### config.mk
export PLATFORM = sky130hd
export DESIGN_NAME = ring_descriptor_allocator
export DESIGN_NICKNAME = d
export VERILOG_FILES = /design/src/rda_pkg.sv /design/src/ring_descriptor_allocator.sv /design/src/rda_ctrl.sv /design/src/rda_dp.sv
export SDC_FILE = /design/constraint.sdc
export NUM_CORES = 1
export LEC_CHECK = 0
export ABC_AREA = 1
export BUFFER_PORTS_ARGS = -buffer_cell sky130_fd_sc_hd__clkbuf_2
export CAP_MARGIN = 40
export CELL_PAD_IN_SITES_DETAIL_PLACEMENT = 2
export CELL_PAD_IN_SITES_GLOBAL_PLACEMENT = 2
export CORE_MARGIN = 4
export CORE_UTILIZATION = 37
export DETAILED_ROUTE_END_ITERATION = 10
export GPL_TIMING_DRIVEN = 0
export HOLD_SLACK_MARGIN = 0.02
export PLACE_DENSITY = 0.9
export SLEW_MARGIN = 20
export SYNTH_ARGS = -nofsm -noshare
export SYNTH_HDL_FRONTEND = slang
export SYNTH_HIERARCHICAL = 1
export SYNTH_SLANG_ARGS = --single-unit
### constraint.sdc
create_clock -name clk -period 5.25 [get_ports clk]
set_input_delay 0.7875 -clock clk [delete_from_list [all_inputs] [get_ports clk]]
set_output_delay 0.7875 -clock clk [all_outputs]
set_load 0.01 [all_outputs]
### src/rda_pkg.sv
// rda_pkg: shared constants, codes and controller/datapath interface types
`timescale 1ns / 1ps
`default_nettype none

package rda_pkg;

  // ring geometry
  localparam int RING_DEPTH  = 8;
  localparam int MAX_RESULTS = 7;
  localparam int SLOT_W      = $clog2(RING_DEPTH);
  localparam int STEP_W      = $clog2(RING_DEPTH);
  localparam int FREE_W      = $clog2(RING_DEPTH + 1);

  // item field widths
  localparam int FUNC_W   = 2;
  localparam int CNT_W    = 4;
  localparam int IDX_W    = 4;
  localparam int NEXT_W   = 3;
  localparam int STATUS_W = 3;
  localparam int GSLOT_W  = 3;

  // operation codes
  localparam logic [FUNC_W-1:0] FN_ALLOC = 2'd0;
  localparam logic [FUNC_W-1:0] FN_FREE  = 2'd1;
  localparam logic [FUNC_W-1:0] FN_CHAIN = 2'd2;
  localparam logic [FUNC_W-1:0] FN_LINK  = 2'd3;

  // result status codes
  localparam logic [STATUS_W-1:0] ST_OK       = 3'd0;
  localparam logic [STATUS_W-1:0] ST_NO_SPACE = 3'd1;
  localparam logic [STATUS_W-1:0] ST_TOO_MANY = 3'd2;
  localparam logic [STATUS_W-1:0] ST_RANGE    = 3'd3;
  localparam logic [STATUS_W-1:0] ST_FREE     = 3'd4;

  // controller states
  typedef enum logic [4:0] {
    S_IDLE   = 5'b00001,
    S_DECODE = 5'b00010,
    S_ALLOC  = 5'b00100,
    S_CHAIN  = 5'b01000,
    S_EMIT   = 5'b10000
  } state_t;

  // commands from controller to datapath
  typedef struct packed {
    logic load;
    logic decode;
    logic alloc_step;
    logic chain_step;
    logic emit;
  } dp_cmd_t;

  // status from datapath to controller
  typedef struct packed {
    logic go_alloc;
    logic go_chain;
    logic alloc_done;
    logic chain_done;
    logic out_free;
  } dp_stat_t;

endpackage

`default_nettype wire

### src/ring_descriptor_allocator.sv
// ring_descriptor_allocator: bitmap slot allocator for a descriptor ring
// Free-one, write-link and rejected allocates: the item is decoded, then a single result is emitted.
// Allocate of N: decoded, then one bitmap slot scanned per cycle, holding at a free slot while
// the output is stalled; each free slot found gives one result, the last one flagged.
// Free-chain: one link followed per cycle, up to RING_DEPTH steps, then a single result is emitted.
// Synchronous reset clears the bitmap, link flags and output valid; every slot starts free.
`timescale 1ns / 1ps
`default_nettype none

module ring_descriptor_allocator
  import rda_pkg::*;
(
  input  wire logic                clk,
  input  wire logic                rst,
  input  wire logic                in_valid,
  output logic                     in_stall,
  input  wire logic [FUNC_W-1:0]   func,
  input  wire logic [CNT_W-1:0]    count,
  input  wire logic [IDX_W-1:0]    slot_index,
  input  wire logic                has_next,
  input  wire logic [NEXT_W-1:0]   next_slot,
  output logic                     out_valid,
  input  wire logic                out_stall,
  output logic [STATUS_W-1:0]      status,
  output logic [GSLOT_W-1:0]       granted_slot,
  output logic                     last
);

  dp_cmd_t  cmd;
  dp_stat_t stat;

  // sequencer
  rda_ctrl u_ctrl (
    .clk      (clk),
    .rst      (rst),
    .in_valid (in_valid),
    .in_stall (in_stall),
    .stat     (stat),
    .cmd      (cmd)
  );

  // datapath
  rda_dp u_dp (
    .clk          (clk),
    .rst          (rst),
    .cmd          (cmd),
    .stat         (stat),
    .func         (func),
    .count        (count),
    .slot_index   (slot_index),
    .has_next     (has_next),
    .next_slot    (next_slot),
    .out_valid    (out_valid),
    .out_stall    (out_stall),
    .status       (status),
    .granted_slot (granted_slot),
    .last         (last)
  );

endmodule

`default_nettype wire

### src/rda_ctrl.sv
// rda_ctrl: sequencing state machine of the descriptor allocator
`timescale 1ns / 1ps
`default_nettype none

module rda_ctrl
  import rda_pkg::*;
(
  input  wire logic     clk,
  input  wire logic     rst,
  input  wire logic     in_valid,
  output logic          in_stall,
  input  wire dp_stat_t stat,
  output dp_cmd_t       cmd
);

  state_t state;
  state_t state_next;

  // state register
  always_ff @(posedge clk) begin
    if (rst) begin
      state <= S_IDLE;
    end else begin
      state <= state_next;
    end
  end

  // next state and commands
  always_comb begin
    state_next = state;
    cmd        = '0;
    in_stall   = 1'b1;
    case (state)
      S_IDLE: begin
        in_stall = 1'b0;
        if (in_valid) begin
          cmd.load   = 1'b1;
          state_next = S_DECODE;
        end
      end
      S_DECODE: begin
        cmd.decode = 1'b1;
        if (stat.go_alloc) begin
          state_next = S_ALLOC;
        end else if (stat.go_chain) begin
          state_next = S_CHAIN;
        end else begin
          state_next = S_EMIT;
        end
      end
      S_ALLOC: begin
        cmd.alloc_step = 1'b1;
        if (stat.alloc_done) begin
          state_next = S_IDLE;
        end
      end
      S_CHAIN: begin
        cmd.chain_step = 1'b1;
        if (stat.chain_done) begin
          state_next = S_EMIT;
        end
      end
      S_EMIT: begin
        cmd.emit = 1'b1;
        if (stat.out_free) begin
          state_next = S_IDLE;
        end
      end
      default: begin
        state_next = S_IDLE;
      end
    endcase
  end

endmodule

`default_nettype wire

### src/rda_dp.sv
// rda_dp: slot bitmap, link store, scan and walk registers, output register
`timescale 1ns / 1ps
`default_nettype none

module rda_dp
  import rda_pkg::*;
(
  input  wire logic                clk,
  input  wire logic                rst,
  input  wire dp_cmd_t             cmd,
  output dp_stat_t                 stat,
  input  wire logic [FUNC_W-1:0]   func,
  input  wire logic [CNT_W-1:0]    count,
  input  wire logic [IDX_W-1:0]    slot_index,
  input  wire logic                has_next,
  input  wire logic [NEXT_W-1:0]   next_slot,
  output logic                     out_valid,
  input  wire logic                out_stall,
  output logic [STATUS_W-1:0]      status,
  output logic [GSLOT_W-1:0]       granted_slot,
  output logic                     last
);

  // persistent state
  logic [RING_DEPTH-1:0] used_map, used_map_next;
  logic [RING_DEPTH-1:0] link_flag, link_flag_next;
  logic [SLOT_W-1:0]     link_target [RING_DEPTH];
  logic                  link_we;

  // latched item
  logic [FUNC_W-1:0] item_func;
  logic [CNT_W-1:0]  item_count;
  logic [IDX_W-1:0]  item_idx;
  logic              item_has_next;
  logic [NEXT_W-1:0] item_next;

  // scan and walk registers
  logic [SLOT_W-1:0]   ptr, ptr_next;
  logic [CNT_W-1:0]    remaining, remaining_next;
  logic [IDX_W-1:0]    cur, cur_next;
  logic [STEP_W-1:0]   step, step_next;
  logic                any_freed, any_freed_next;
  logic [STATUS_W-1:0] res_status, res_status_next;
  logic [GSLOT_W-1:0]  res_slot, res_slot_next;

  // output load
  logic                out_load;
  logic                out_load_last;
  logic [STATUS_W-1:0] out_load_status;
  logic [GSLOT_W-1:0]  out_load_slot;

  logic              out_free;
  logic              item_in_range;
  logic              cur_in_range;
  logic              too_many;
  logic              short_slots;
  logic [FREE_W-1:0] free_cnt;
  logic              alloc_grant;
  logic              chain_end;
  logic              cur_used;

  assign out_free      = !out_valid || !out_stall;
  assign item_in_range = 32'(item_idx) < RING_DEPTH;
  assign cur_in_range  = 32'(cur) < RING_DEPTH;
  assign too_many      = (32'(item_count) >= RING_DEPTH) || (32'(item_count) > MAX_RESULTS);
  assign cur_used      = cur_in_range && used_map[cur[SLOT_W-1:0]];

  // free slot count for the allocate check
  always_comb begin
    free_cnt = '0;
    for (int i = 0; i < RING_DEPTH; i++) begin
      free_cnt = free_cnt + FREE_W'(!used_map[i]);
    end
  end

  assign short_slots = 32'(free_cnt) < 32'(item_count);
  assign alloc_grant = cmd.alloc_step && !used_map[ptr] && out_free;

  // chain walk stops on a bad index, a slot without link, or the step bound
  assign chain_end = !cur_in_range || !link_flag[cur[SLOT_W-1:0]] ||
                     (step == STEP_W'(RING_DEPTH - 1));

  // status to the controller
  always_comb begin
    stat.go_alloc   = (item_func == FN_ALLOC) && !too_many && (item_count != '0) &&
                      !short_slots;
    stat.go_chain   = (item_func == FN_CHAIN);
    stat.alloc_done = alloc_grant && (remaining == CNT_W'(1));
    stat.chain_done = chain_end;
    stat.out_free   = out_free;
  end

  // operation logic
  always_comb begin
    used_map_next   = used_map;
    link_flag_next  = link_flag;
    link_we         = 1'b0;
    ptr_next        = ptr;
    remaining_next  = remaining;
    cur_next        = cur;
    step_next       = step;
    any_freed_next  = any_freed;
    res_status_next = res_status;
    res_slot_next   = res_slot;
    out_load        = 1'b0;
    out_load_last   = 1'b1;
    out_load_status = res_status;
    out_load_slot   = res_slot;

    // decode of a freshly latched item
    if (cmd.decode) begin
      res_slot_next = '0;
      case (item_func)
        FN_ALLOC: begin
          if (too_many) begin
            res_status_next = ST_TOO_MANY;
          end else if (item_count == '0) begin
            res_status_next = ST_OK;
          end else if (short_slots) begin
            res_status_next = ST_NO_SPACE;
          end else begin
            ptr_next       = '0;
            remaining_next = item_count;
          end
        end
        FN_FREE: begin
          if (!item_in_range) begin
            res_status_next = ST_RANGE;
          end else if (!used_map[item_idx[SLOT_W-1:0]]) begin
            res_status_next = ST_FREE;
          end else begin
            used_map_next[item_idx[SLOT_W-1:0]] = 1'b0;
            res_status_next = ST_OK;
            res_slot_next   = GSLOT_W'(item_idx);
          end
        end
        FN_CHAIN: begin
          cur_next       = item_idx;
          step_next      = '0;
          any_freed_next = 1'b0;
        end
        default: begin
          if (!item_in_range) begin
            res_status_next = ST_RANGE;
          end else begin
            link_flag_next[item_idx[SLOT_W-1:0]] = item_has_next;
            link_we         = 1'b1;
            res_status_next = ST_OK;
          end
        end
      endcase
    end

    // allocate scan: one slot a cycle, holding at a free slot until the output can take the grant
    if (cmd.alloc_step) begin
      if (!used_map[ptr]) begin
        if (out_free) begin
          used_map_next[ptr] = 1'b1;
          remaining_next     = remaining - CNT_W'(1);
          ptr_next           = ptr + SLOT_W'(1);
          out_load           = 1'b1;
          out_load_status    = ST_OK;
          out_load_slot      = GSLOT_W'(ptr);
          out_load_last      = (remaining == CNT_W'(1));
        end
      end else begin
        ptr_next = ptr + SLOT_W'(1);
      end
    end

    // chain walk: one slot a cycle
    if (cmd.chain_step) begin
      if (!cur_in_range) begin
        res_status_next = ST_RANGE;
      end else begin
        if (cur_used) begin
          used_map_next[cur[SLOT_W-1:0]] = 1'b0;
          res_slot_next  = GSLOT_W'(cur);
          any_freed_next = 1'b1;
        end
        if (chain_end) begin
          res_status_next = (any_freed || cur_used) ? ST_OK : ST_FREE;
        end else begin
          cur_next  = IDX_W'(link_target[cur[SLOT_W-1:0]]);
          step_next = step + STEP_W'(1);
        end
      end
    end

    // single result of the item
    if (cmd.emit && out_free) begin
      out_load = 1'b1;
    end
  end

  // control state with reset
  always_ff @(posedge clk) begin
    if (rst) begin
      used_map  <= '0;
      link_flag <= '0;
      out_valid <= 1'b0;
    end else begin
      used_map  <= used_map_next;
      link_flag <= link_flag_next;
      if (out_load) begin
        out_valid <= 1'b1;
      end else if (!out_stall) begin
        out_valid <= 1'b0;
      end
    end
  end

  // payload registers
  always_ff @(posedge clk) begin
    if (cmd.load) begin
      item_func     <= func;
      item_count    <= count;
      item_idx      <= slot_index;
      item_has_next <= has_next;
      item_next     <= next_slot;
    end
    if (link_we) begin
      link_target[item_idx[SLOT_W-1:0]] <= SLOT_W'(item_next);
    end
    ptr        <= ptr_next;
    remaining  <= remaining_next;
    cur        <= cur_next;
    step       <= step_next;
    any_freed  <= any_freed_next;
    res_status <= res_status_next;
    res_slot   <= res_slot_next;
    if (out_load) begin
      status       <= out_load_status;
      granted_slot <= out_load_slot;
      last         <= out_load_last;
    end
  end

endmodule

`default_nettype wire

; ---- Word level (Yosys, flattened, before mapping)
; Memory sizes are Yosys's and may differ from the RTL's. A register that Yosys moved wholly into a read port is not among the register bits.
; Index checks and enable logic that the tools add are counted.
[word_totals]
reg_bits = 64
ramBits = 24
in_bits = 18
mem_count = 1
wordCells = 207
output_inout_bits = 9
[memory_table]
columns = memory, depth, width, rd, rd_ports_with_merged_regs, write_ports, line_no
row1 = u_dp.link_target, 8, 3, 1, 1, 1, rda_dp.sv:27  ; logic [SLOT_W-1:0] link_target [RING_DEPTH];
[op_classes]
n_bitwise = 8
mux = 106
eq_ne = 14
n_reduce_logical = 38
add_sub_neg = 10
order_cmp = 11
[ops]
columns = operator, count
row1 = $mux W3, 36
row2 = $mux W8, 10
row3 = $mux W4, 13
row4 = $mux W1, 30
row5 = $mux W5, 6
row6 = $pmux W5 S5, 1
row7 = $add A4 B1 Y4, 6
row8 = $and A8 B8 Y8, 2
row9 = $not A8 Y8, 2
row10 = $logic_not A1 Y1, 15
row11 = $bmux W1 S3, 4
row12 = $lt A3 B4 Y1 const B, 3
row13 = $logic_and A1 B1 Y1, 11
row14 = $demux W1 S3, 3
row15 = $ge A3 B1 Y1 const B, 3
row16 = $pmux W3 S3, 1
row17 = $bwmux W8, 1
row18 = $lt A4 B4 Y1 const B, 2
row19 = $or A8 B8 Y8, 1
row20 = $add A3 B1 Y3 const B, 2
row21 = $ne A2 B1 Y1 const B, 3
row22 = $reduce_or A3 Y1, 2
row23 = $eq A5 B1 Y1 const B, 1
row24 = $eq A5 B2 Y1 const B, 1
row25 = other kinds (21), 28

; ---- Longest topological paths before layout
[depth]
depth_word = 18
mapped_depth = 20

; ---- Hierarchy
; Netlist, hierarchy kept.
[modules_own_cells]
columns = mod, area_per_inst_um2, n_inst, seq_area_each_um2, cells_each
row1 = rda_dp, 4244.1, 1, 2112.0, 507
row2 = rda_ctrl, 309.0, 1, 100.1, 53

; ---- Least setup slack after synthesis
; No wires, ideal clock.
[synth_timing]
path_kind = register -> register
startpoint = reg u_dp.used_map[0]
endpoint = reg u_ctrl.state[4]
arrival_ns = 3.729
setup_ns = 0.064
period_less_slack_ns = 3.793
stages_incl_launch_ff = 21
n_path_buf = 0
setup_slack_ns = 1.457
path_cell_list = dfxtp_1 fa_1 inv_1 fa_1 fa_1 ha_1 fa_1 xor2_1 ha_1 nand2_1 inv_1 nand2_1 nand2_1 nand2_1 inv_1 or2_2 nor2_1 nor2_1 nand2_1 nand2_1 nor2_1
[synth_lines]
columns = element, line_no
row1 = start: declaration, rda_dp.sv:25  ; logic [RING_DEPTH-1:0] used_map, used_map_next;
row2 = start signal: assignment, rda_dp.sv:203  ; used_map <= used_map_next;
row3 = end signal: assignment, rda_ctrl.sv:24  ; state <= state_next;
row4 = end: declaration, rda_ctrl.sv:16  ; state_t state;

; ---- Final worst setup path
[layout_timing]
startpoint = reg u_dp.used_map[0]
endpoint = reg u_dp.remaining[0]
[layout_between]
elab_chain_len = 17
elab_cells_between_ends = 19
cone_classes = add/sub: 7 / order compare: 1 / mux: 10 / reduce/logical: 1
[layout_lines]
columns = element, line_no
row1 = $logic_not A1 Y1, rda_dp.sv:72  ; free_cnt = free_cnt + FREE_W'(!used_map[i]);
row2 = $add A1 B1 Y2, rda_dp.sv:72
row3 = $add A4 B1 Y4 (6 in series), rda_dp.sv:72
row4 = $lt A4 B4 Y1, rda_dp.sv:76  ; assign short_slots = 32'(free_cnt) < 32'(item_count);
row5 = $mux W4, rda_dp.sv:119  ; end else if (short_slots) begin
row6 = $mux W4, rda_dp.sv:117  ; end else if (item_count == '0) begin
row7 = $mux W4, rda_dp.sv:115  ; if (too_many) begin
row8 = $mux W4, rda_dp.sv:113  ; case (item_func)
row9 = $mux W4, rda_dp.sv:111  ; if (cmd.decode) begin
row10 = $mux W4, rda_dp.sv:157  ; if (out_free) begin
row11 = $mux W4, rda_dp.sv:156  ; if (!used_map[ptr]) begin
row12 = $mux W4 *, rda_dp.sv:155  ; if (cmd.alloc_step) begin
row13 = via u_dp.remaining_next[0], rda_dp.sv:39  ; logic [CNT_W-1:0] remaining, remaining_next;
row14 = end signal: assignment, rda_dp.sv:226  ; remaining <= remaining_next;
row15 = end: declaration, rda_dp.sv:39
; Mark *: on every way through the listed nets, which the timed path passes. The rest lies on a longest branch. The select of a mux whose other input is x is not followed.
; A chain may end at the register's enable or synchronous reset.

==> reports/qor.txt <==
==================================================================================
I/O pin count                                                                   27
Count of fill cells added during filler insertion                            1,372
Total power consumption of the routed design                               1.91 mW
CP Capture Type                                                               flop
# port buffers                                                                  26
Setup Viol. Count Final                                                          0
Commonest cells after routing, fill and taps aside                    138 x nand2_1, 76 x inv_1, 68 x nor2_1, 46 x o21ai_0, 45 x edfxtp_1
Global-route wire length before repair                                     25.6 mm
Number of warnings reported in the yosys synthesis log                           6
Crit path max-delay cell type                                                 fa_1
Post-Synthesis Net Count                                                       593
Ant diodes                                                                       0
Clock skew after layout                                                 0.00603 ns
Most common cell after layout, fill and taps aside                         nand2_1
Maximum fanout count along the critical path                                     8
Congestion Overflow GR                                                           0
Initial standard-cell utilization of the core                                37.9%
Sequence of cells on the critical path                                fa_1 > inv_1 > fa_1 > fa_1 > ha_1 > fa_1 > xor2_1 > ha_1 > nand2_1 > inv_1 > nand2_1 > nand2_1 > nand3_1 > nand2_1 > o21ai_0 > o21ai_0 > inv_1
Number of standard-cell rows in the floorplan                                   40
Achievable frequency                                                     0.227 GHz
Iter 0 DRT Violations                                                          293
Final Hold Viols                                                                 0
Total iterations of the first detailed-routing run                               5
Leakage power figure                                                       2.24 nW
Unique masters post-synth                                                       39
Final critical-path required period                                        4.40 ns
Synth Area per Inst                                                       8.13 µm²
Largest voltage drop on the vdd net                                       0.198 mV
Fraction of the yosys area taken by sequential cells                         48.6%
Min-delay worst type                                                    reg -> reg
Type of the worst setup path                                            reg -> reg
Area growth syn-to-layout                                                    13.5%
Post CTS Setup Buffer Count                                                      0
Routed wire length per instance                                            21.6 µm
Max-capacitance violation count                                                  0
Relative slew margins                                                        48.2%
Worst path max stage delay                                                 0.56 ns
Area of combinational cells with multiple inputs                       0.00193 mm²
Maximum clock path buffer count                                                  2
# placed instances                                                             734
Die outline area                                                        0.0141 mm²
Vias in the first global route                                               4,595
Status                                                                complete, no violations
Prevailing post-synth register cell                                       edfxtp_1
Post-route fraction of the period consumed by the critical path              83.8%
GPL Wtd Cong                                                                 0.929
Antenna-violating nets left                                                      0
GRT Util Overall                                                             23.4%
Number of DRC violations after detailed routing                                  0
CTS H-tree depth                                                                 3
Area used by sequential logic in the layout                            0.00221 mm²
Setup total negative slack                                                    0 ns
HPWL after detailed placement                                              11.9 mm
Number of clock buffers inserted by TritonCTS                                    9
Core region area                                                        0.0120 mm²
Total Wirelength                                                           16.2 mm
Number of flops mapped to enable cells by yosys                                 45
Chip Width                                                                  119 µm
TritonCTS clock tree                                                          done
Maximum number of pins on one net before global-route repair                    18
Fin. max-slew vios                                                               0
Number of gates resized after CTS                                                0
Worst-Margin Slew                                                         0.770 ns
Clk Latency, worst-skew pair                                               0.36 ns
Sink Count                                                                      88
Critical Path RT                                                           5.50 ns
Power per unit of standard cell area                                    369 mW/mm²
Vias                                                                         4,145
Post-layout net count                                                          631
Async S/R FF share, synth                                                       0%
Post-Synthesis Cells                                                           560
Initial antenna violation count                                                  0
Synthesized flop and latch total                                                88
Nature of the critical path startpoint                                        flop
Final Instance Count excl. Fillers                                             750
Share of final-layout standard cells stronger than drive strength 1          12.9%
Root buffer cell                                                         clkbuf_16
Setup repair after global routing missed its margin                             no
Clock-pin transition on the worst setup and hold timing paths              0.07 ns
Vertical extent of the die                                                  119 µm
Data arrival at the endpoint of the critical path                          4.65 ns
Count of hold-fix buffers inserted at cts                                        0
Detail-routed via count per cell                                              5.53
Post-Synthesis Cell Area                                               0.00455 mm²
==================================================================================
-- final timing paths --
path                                  startpoint           endpoint  slack, ns  depth (start not counted)
worst max-delay path            u_dp/used_map[0]  u_dp/remaining[0]       0.85                         17
worst min register to register      u_dp/step[1]       u_dp/step[1]       0.49                          2
worst min-delay path                u_dp/step[1]       u_dp/step[1]       0.49                          2
worst max register to register  u_dp/used_map[0]  u_dp/remaining[0]       0.85                         17
-- per-stage QoR --
step	setup slack (ns)	util, %	hold WS, ns	area, µm²
floorplan	1.46	-	0.427	4550
global placement	1.26	40.5	0.444	4870
detailed placement	0.974	40.6	0.478	4880
CTS	0.921	43.0	0.489	5170
finish	0.851	43.0	0.486	5170
global route	0.675	43.0	0.513	5170
-- flip-flops by register name, indices dropped and copies added (netlist names), 4 cells and up --
name and count:
u_dp/item_count 4, u_dp/used_map 8, u_dp/link_target 24, u_dp/cur 4
u_dp/remaining 4, u_ctrl/state 5, u_dp/item_idx 4, u_dp/link_flag 8
-- critical path, delay by kind of cell (launching register included) --
family / cells / cell delay, ns
fa+ha+maj: 6 / 2.42
simple gates: 5 / 0.79
flops: 1 / 0.39
compound gates: 2 / 0.36
xor+xnor: 1 / 0.17
buf+inv: 3 / 0.17
-- synthesized netlist by cell type, types with 5 or more instances --
cell | count | share of area [%]
o21ai_0 | 46 | 5.1
dfxtp_1 | 43 | 19
nand4_1 | 11 | 1.5
inv_2 | 8 | 0.66
a21oi_1 | 14 | 1.5
nor2_1 | 69 | 5.7
a41oi_1 | 5 | 0.96
o21a_1 | 7 | 1.2
inv_1 | 76 | 6.3
nand3_1 | 23 | 2.5
nand2_1 | 138 | 11
o211ai_1 | 7 | 1.2
o21ai_1 | 7 | 0.77
ha_1 | 11 | 3.0
edfxtp_1 | 45 | 30
nor3_1 | 7 | 0.77
-- routing by layer --
layer / vias to the layer above / track usage, % / routed length [µm]
met3: 27 / 4.04 / 684
met1: 2091 / 28.4 / 6880
met2: 116 / 41.9 / 8290
li1: 1911 / - / -
met5: - / 0 / 0
met4: 0 / 7.97 / 361
-- power by group --
part	switching, mW	internal, mW	leakage (nW)
Clock	0.317	0.332	0.143
Combinational	0.287	0.127	1.33
Sequential	0.0649	0.780	0.764
Total	0.669	1.24	2.24
-- cells by family (layout without fill, tap and decap cells) --
group	count (synthesis)	count (layout)	synth area share, %
buf+inv	99	142	9.01
flops	88	88	48.6
compound gates	93	93	12.1
simple gates	262	262	25.0
xor+xnor	3	3	0.577
fa+ha+maj	15	15	4.78
-- final cells by class --
type                            count  share of cell area [%]
Clock buffer                        9                    4.36
Buffer                             13                    1.62
Tap cell                          147                    3.56
Inverter                           86                    6.32
Timing Repair Buffer               27                    2.74
Multi-Input combinational cell    373                    37.4
Sequential cell                    88                    42.8
Clock inverter                      7                    1.16
No activity file was read; power rests on OpenSTA's default activity.
